### config.mk
export PLATFORM = sky130hd
export DESIGN_NAME = pid_term
export DESIGN_NICKNAME = d
export VERILOG_FILES = /design/src/rtl/pid_pkg.sv /design/src/rtl/pid_term.sv
export SDC_FILE = /design/constraint.sdc
export NUM_CORES = 2
export LEC_CHECK = 0
export BUFFER_PORTS_ARGS = -buffer_cell sky130_fd_sc_hd__buf_2
export CORE_MARGIN = 2
export CORE_UTILIZATION = 65
export DETAILED_ROUTE_END_ITERATION = 8
export PLACE_DENSITY = 0.81
export SYNTH_ARGS = -nofsm -noshare
export SYNTH_HDL_FRONTEND = slang
export SYNTH_SLANG_ARGS = --single-unit
### constraint.sdc
create_clock -name vclk -period 14.6
set_clock_uncertainty 0.05 [all_clocks]
set_input_delay 1.46 -clock vclk [all_inputs]
set_output_delay 1.46 -clock vclk [all_outputs]
set_load 0.1 [all_outputs]
### src/rtl/pid_pkg.sv
// ----------------------------------------------------------------------------
// pid_pkg
// Shared types, constants and saturating helpers of the fixed-point PID step.
// ----------------------------------------------------------------------------
package pid_pkg;

   localparam int GAIN_W    = 31;
   localparam int SUM_W     = 48;
   localparam int TIME_W    = 32;
   localparam int MODE_W    = 2;
   localparam int CSR_IDX_W = 3;

   localparam int DEFAULT_OUT_MAX = 255;
   localparam logic [TIME_W-1:0] DEFAULT_PERIOD = TIME_W'(100);

   typedef logic signed [SUM_W-1:0] sum_type;

   localparam logic signed [SUM_W:0] SAT_HI = {2'b00, {(SUM_W-1){1'b1}}};
   localparam logic signed [SUM_W:0] SAT_LO = -SAT_HI;
   localparam sum_type SUM_MAX = SAT_HI[SUM_W-1:0];

   typedef enum logic [MODE_W-1:0] {
      MODE_COMPUTE = 2'd0,
      MODE_START   = 2'd1,
      MODE_STOP    = 2'd2
   } mode_type;

   typedef enum logic [CSR_IDX_W-1:0] {
      CSR_GAIN_P        = 3'd0,
      CSR_GAIN_I        = 3'd1,
      CSR_GAIN_D        = 3'd2,
      CSR_P_ON_MEAS     = 3'd3,
      CSR_REVERSE       = 3'd4,
      CSR_OUT_MIN       = 3'd5,
      CSR_OUT_MAX       = 3'd6,
      CSR_SAMPLE_PERIOD = 3'd7
   } csr_index_type;

   function automatic sum_type sat_add(input sum_type a, input sum_type b);
      logic signed [SUM_W:0] s;
      s = (SUM_W+1)'(a) + (SUM_W+1)'(b);
      if (s > SAT_HI) begin
         return SAT_HI[SUM_W-1:0];
      end else if (s < SAT_LO) begin
         return SAT_LO[SUM_W-1:0];
      end
      return s[SUM_W-1:0];
   endfunction

   function automatic sum_type clamp(input sum_type x, input sum_type lo, input sum_type hi);
      sum_type y;
      y = (x < hi) ? x : hi;
      return (y > lo) ? y : lo;
   endfunction

endpackage

### src/rtl/pid_term.sv
// ----------------------------------------------------------------------------
// pid_term
// Gain product: magnitude times unsigned gain, fraction dropped toward zero,
// saturated, sign restored and flipped for reverse action.
// ----------------------------------------------------------------------------
module pid_term #(
   parameter int DATA_WIDTH = 32,
   parameter int FRAC_BITS  = 16
) (
   input  logic signed [DATA_WIDTH:0]   value,
   input  logic [pid_pkg::GAIN_W-1:0]  gain,
   input  logic                        reverse,
   output pid_pkg::sum_type            term_out
);
   import pid_pkg::*;

   localparam int MAG_W  = DATA_WIDTH + 1;
   localparam int PROD_W = MAG_W + GAIN_W;

   logic              negative;
   logic [MAG_W-1:0]  magnitude;
   logic [PROD_W-1:0] product;
   logic [PROD_W-1:0] shifted;
   sum_type           quotient;

   assign negative  = value[DATA_WIDTH];
   assign magnitude = negative ? MAG_W'(-value) : MAG_W'(value);
   assign product   = PROD_W'(magnitude) * PROD_W'(gain);
   assign shifted   = product >> FRAC_BITS;
   assign quotient  = (shifted > PROD_W'(SUM_MAX)) ? SUM_MAX : $signed(shifted[SUM_W-1:0]);
   assign term_out  = (negative ^ reverse) ? -quotient : quotient;

endmodule

=== Word level (Yosys, flattened, before mapping) ===
Cells that the tools add are included.

* $mul: 1
* Add/subtract/negate cells: 2
* Bitwise logic cells: 1
* $lt $le $gt $ge: 1
* Mux-type cells: 3

{| class="wikitable"
|+ Operators by type and width
! kind !! number
|-
| two-way mux 48 bit || 2
|-
| multiplier 33 x 31 -> 64 bit || 1
|-
| greater-than comparator 48 x 47 -> 1 bit, second input constant || 1
|-
| negator 48 bit || 1
|-
| two-way mux 33 bit || 1
|-
| negator 33 bit || 1
|-
| XOR 1 bit || 1
|}

* Output and inout port bits: 48
* Bits of input ports: 65
* Register bits: 0

=== Logic depth before layout (Yosys ltp) ===
* Depth after elaboration: 7
* Mapped depth: 45
* Gate-level depth less buffers: 40

=== Worst setup path before layout ===
OpenSTA, ideal clock, no wires.

* Path kind: input-to-output
* Start point: in value[4]
* End point: out term_out[25]
* Buffers on the path: 3
* Path slack: -0.569 ns
* Arrival: 13.659 ns
* Cell stages on the path: 35
* Cell sequence: nor3_1 -> nand2b_1 -> nor4_1 -> nor2b_1 -> nand4_1 -> nand2b_1 -> o21ai_0 -> nand2_1 -> xor2_1 -> clkbuf_1 -> and2_1 -> fa_1 -> fa_1 -> inv_1 -> fa_1 -> fa_1 -> inv_1 -> fa_1 -> fa_1 -> fa_1 -> inv_1 -> fa_1 -> inv_1 -> ha_1 -> clkbuf_1 -> a21oi_1 -> o21ai_0 -> a21oi_1 -> o31ai_1 -> a311oi_1 -> mux2i_1 -> xor2_1 -> clkbuf_1 -> nand4_1 -> o311ai_0

* Cells in the longest elaborated chain, start to end: 7

{| class="wikitable"
|+ Ends and longest elaborated chain
! element !! RTL line !! text
|-
| start: declaration || pid_term.sv:10 || <nowiki>input logic signed [DATA_WIDTH:0] value,</nowiki>
|-
| negator 33 bit || pid_term.sv:27 || <nowiki>assign magnitude = negative ? MAG_W'(-value) : MAG_W'(value);</nowiki>
|-
| two-way mux 33 bit (*) || pid_term.sv:27 ||
|-
| multiplier 33 x 31 -> 64 bit (*) || pid_term.sv:28 || <nowiki>assign product = PROD_W'(magnitude) * PROD_W'(gain);</nowiki>
|-
| greater-than comparator 48 x 47 -> 1 bit || pid_term.sv:30 || <nowiki>assign quotient = (shifted > PROD_W'(SUM_MAX)) ? SUM_MAX : $signed(shifted[SUM_W-1:0]);</nowiki>
|-
| two-way mux 48 bit (*) || pid_term.sv:30 ||
|-
| negator 48 bit || pid_term.sv:31 || <nowiki>assign term_out = (negative ^ reverse) ? -quotient : quotient;</nowiki>
|-
| two-way mux 48 bit (*) || pid_term.sv:31 ||
|-
| end: declaration || pid_term.sv:13 || <nowiki>output pid_pkg::sum_type term_out</nowiki>
|}

Mark *: on every way between the ends. The rest lies on a longest branch, timed or not.

=== Worst setup path in the final report ===
* Start point: in value[13]
* End point: out term_out[36]

Same word-level chain as after synthesis.

==> out/summary.md <==
For this run, the number of Yosys warnings is 0. The final layout contains a sequential cell count of 0. The detailed router finished its first iteration with 2444 violations. Summed over all failing endpoints, the final setup total negative slack is 0 ps. The global route total overflow is 0, and the largest fanout on the critical path is 17.

The tools report the remaining number of nets flagged by the antenna check after routing as 0. The number of I/O pins is 113, and the proportion of layout cells with a drive suffix above 1 is 7.56%. After detailed routing, the average wire length per cell comes to 20.3 um. The wire-length estimate of the detail-placed layout is 82800 um. Routability-driven placement finished with a final weighted congestion of 1.03. After synthesis, the most frequently instantiated cells are fa_1, inv_1, nand2_1, and2_1, ha_1. A synthesized cell averages 8.68 um^2. The post-synthesis cell type with the largest combined area was fa_1. Cell repeated most along the worst path: fa_1. The number of max-cap violations was 0. The layout clock buffer count was 0; the transition time of the tightest slew-check pin was 1200 ps.

The first detailed-routing pass took 6 iterations. The depth of the worst hold-timing path is 5, and the average vias per placed instance is 5.96. The number of antenna violations at the first check in global routing is 11, and the worst hold slack after final layout is 3540 ps. Floorplan die area: 57400 um^2. After clock tree synthesis, the flow added hold-fix buffers numbering 0. The run gives 71.5 ps as the pre-CTS setup slack. The synthesis-to-finish area growth is 7.13%, and the die outline height is 240 um. At the worst endpoint, the arrival time is 12740 ps. The run gives 70.2 MHz as the timing-limited maximum frequency. For the total of endpoints with negative setup slack in the final report, the log shows 0.

For the count of unresolved DRC violations after routing, the log shows 0. Counting distinct cell types in the post-synthesis netlist gives 88. Row generation in the floorplan step produced 86 rows. Among all cell types in the netlist, the one instantiated most often is fa_1. STA classifies the critical path endpoint as an output pin. The worst setup path is launched from a primary input. The run gives 0 as the final hold violation count. Summing the sequential cell areas from Yosys gives 0% of the chip area.

For the wire length of the first global-routing pass, the log shows 162000 um. In the final design database the tool counted 5344 nets. The layout has 4142 filler cells. For the number of global-route vias before repair, the log shows 31443. The count of buffers added on input and output ports is 113. The worst-case setup margin in the final layout is 351 ps, and the area of the core region is 55000 um^2. The multi-input combinational cells in the finished layout cover a total of 32400 um^2. The tools report the detailed-route via count as 29144.

The initial utilization of the core area, before any placement, comes to 65.6%. The worst path needs 14250 ps of the cycle, external delays included. The share of synthesized area in the top cell type comes to 49.6%.

The floorplan step set the die width to 240 um. The flow ran to the end, and the final reports show no timing, DRC or antenna violations. The tools report the number of pins exceeding their max-slew limit in the final report as 0. Worst setup path category: in2out.

Headroom to the max-slew limit came out at 19.6%. Cell with the largest stage delay on the worst path: fa_1. Synthesis handed over a netlist of 4152 instances. Registers take 0 um^2.

The cell area that synthesis handed to floorplanning was 36100 um^2. Entering global routing, the biggest net connects 50 pins. The part of the cycle the worst path needs is 97.6%. The routed design has 99100 um of wire. Global routing used 36.2% of the available tracks across all layers. The delay of the slowest critical-path stage came out at 600 ps. Total nets after synthesis: 5367. By area the synthesized netlist is led by fa_1, and2_1, ha_1, inv_1, nand2_1. The min-delay analysis places its worst path in the category in2out. For the required time of the worst setup path, the log shows 13090 ps.
## metrics by stage
| stage | cells | util [%] | instance area (um^2) |
|---|---|---|---|
| after floorplan | 4152 | - | 36100 |
| after detailed placement | 4865 | 69.8 | 38400 |
| after global routing | 4882 | 70.2 | 38600 |
| final | 4886 | 70.2 | 38600 |
| after global placement | 4865 | 69.8 | 38400 |
| after CTS | 4865 | 69.8 | 38400 |
## routing by layer
layer | global-route usage [%] | share of wire [%] | wire length [um] | up-vias
met5 | 0 | 0.011 | 11 | -
met4 | 18.0 | 5.7 | 5620 | 2
met3 | 5.75 | 9.1 | 9000 | 353
met2 | 59.9 | 49 | 48300 | 1556
met1 | 46.6 | 36 | 36100 | 14764
li1 | - | - | - | 12469
## worst max-delay path, delay by kind of cell
kind,cells,cell delay [ps]
muxes,1,230
and+or+nand+nor,10,2830
AOI/OAI and AO/OA,6,1630
xor gates and xnor gates,3,800
adders and majority gates,10,4740
buffers and inverters,7,980
## cells in the final DEF (no fill, tap or decap), drive strengths merged, types with 13 or more instances in the layout
cell and count:
nand2b 13, a21oi 104, nand4 39, xnor2 67, and2 540, buf 221
xor2 32, nor4 18, o31ai 20, nand2 587, o21ai 77, fa 894
nand3 26, nor2b 18, o41ai 14, or3 14, a211oi 15, nor3 33
inv 834, a21o 21, nor2 107, ha 256, o21a 15
## area by class of cell
| type | instances | area share (%) |
|---|---|---|
| antenna | 11 | 0.0713 |
| inverter | 834 | 8.10 |
| multi-input combinational | 3071 | 84.0 |
| tap | 748 | 2.42 |
| timing repair buffer | 222 | 5.42 |
## final timing paths
check / start / end / slack (ps)
hold / removal: reverse / term_out[17] / 3540
setup / recovery: value[13] / term_out[36] / 350
## cells by family (layout without fill, tap and decap cells)
kind of cell	Yosys count	in the layout	share of synthesized area, %
compound gates	364	364	6.93
buf+inv	1081	1056	11.3
xor+xnor	99	99	2.40
simple gates	1450	1450	20.6
fa+ha+maj	1150	1150	58.5
mux	8	8	0.260
other cells	0	11	0
## repair_timing
| action | 4_1_cts | 5_1_grt |
|---|---|---|
| resized for setup | 0 | 27 |
| buffers inserted | 0 | 9 |
| hold endpoints to repair | 0 | 0 |
| setup endpoints to repair | 0 | 29 |
Power is not shown: default switching activity piles up to over one toggle a cycle in this logic, so the estimate is an artifact.
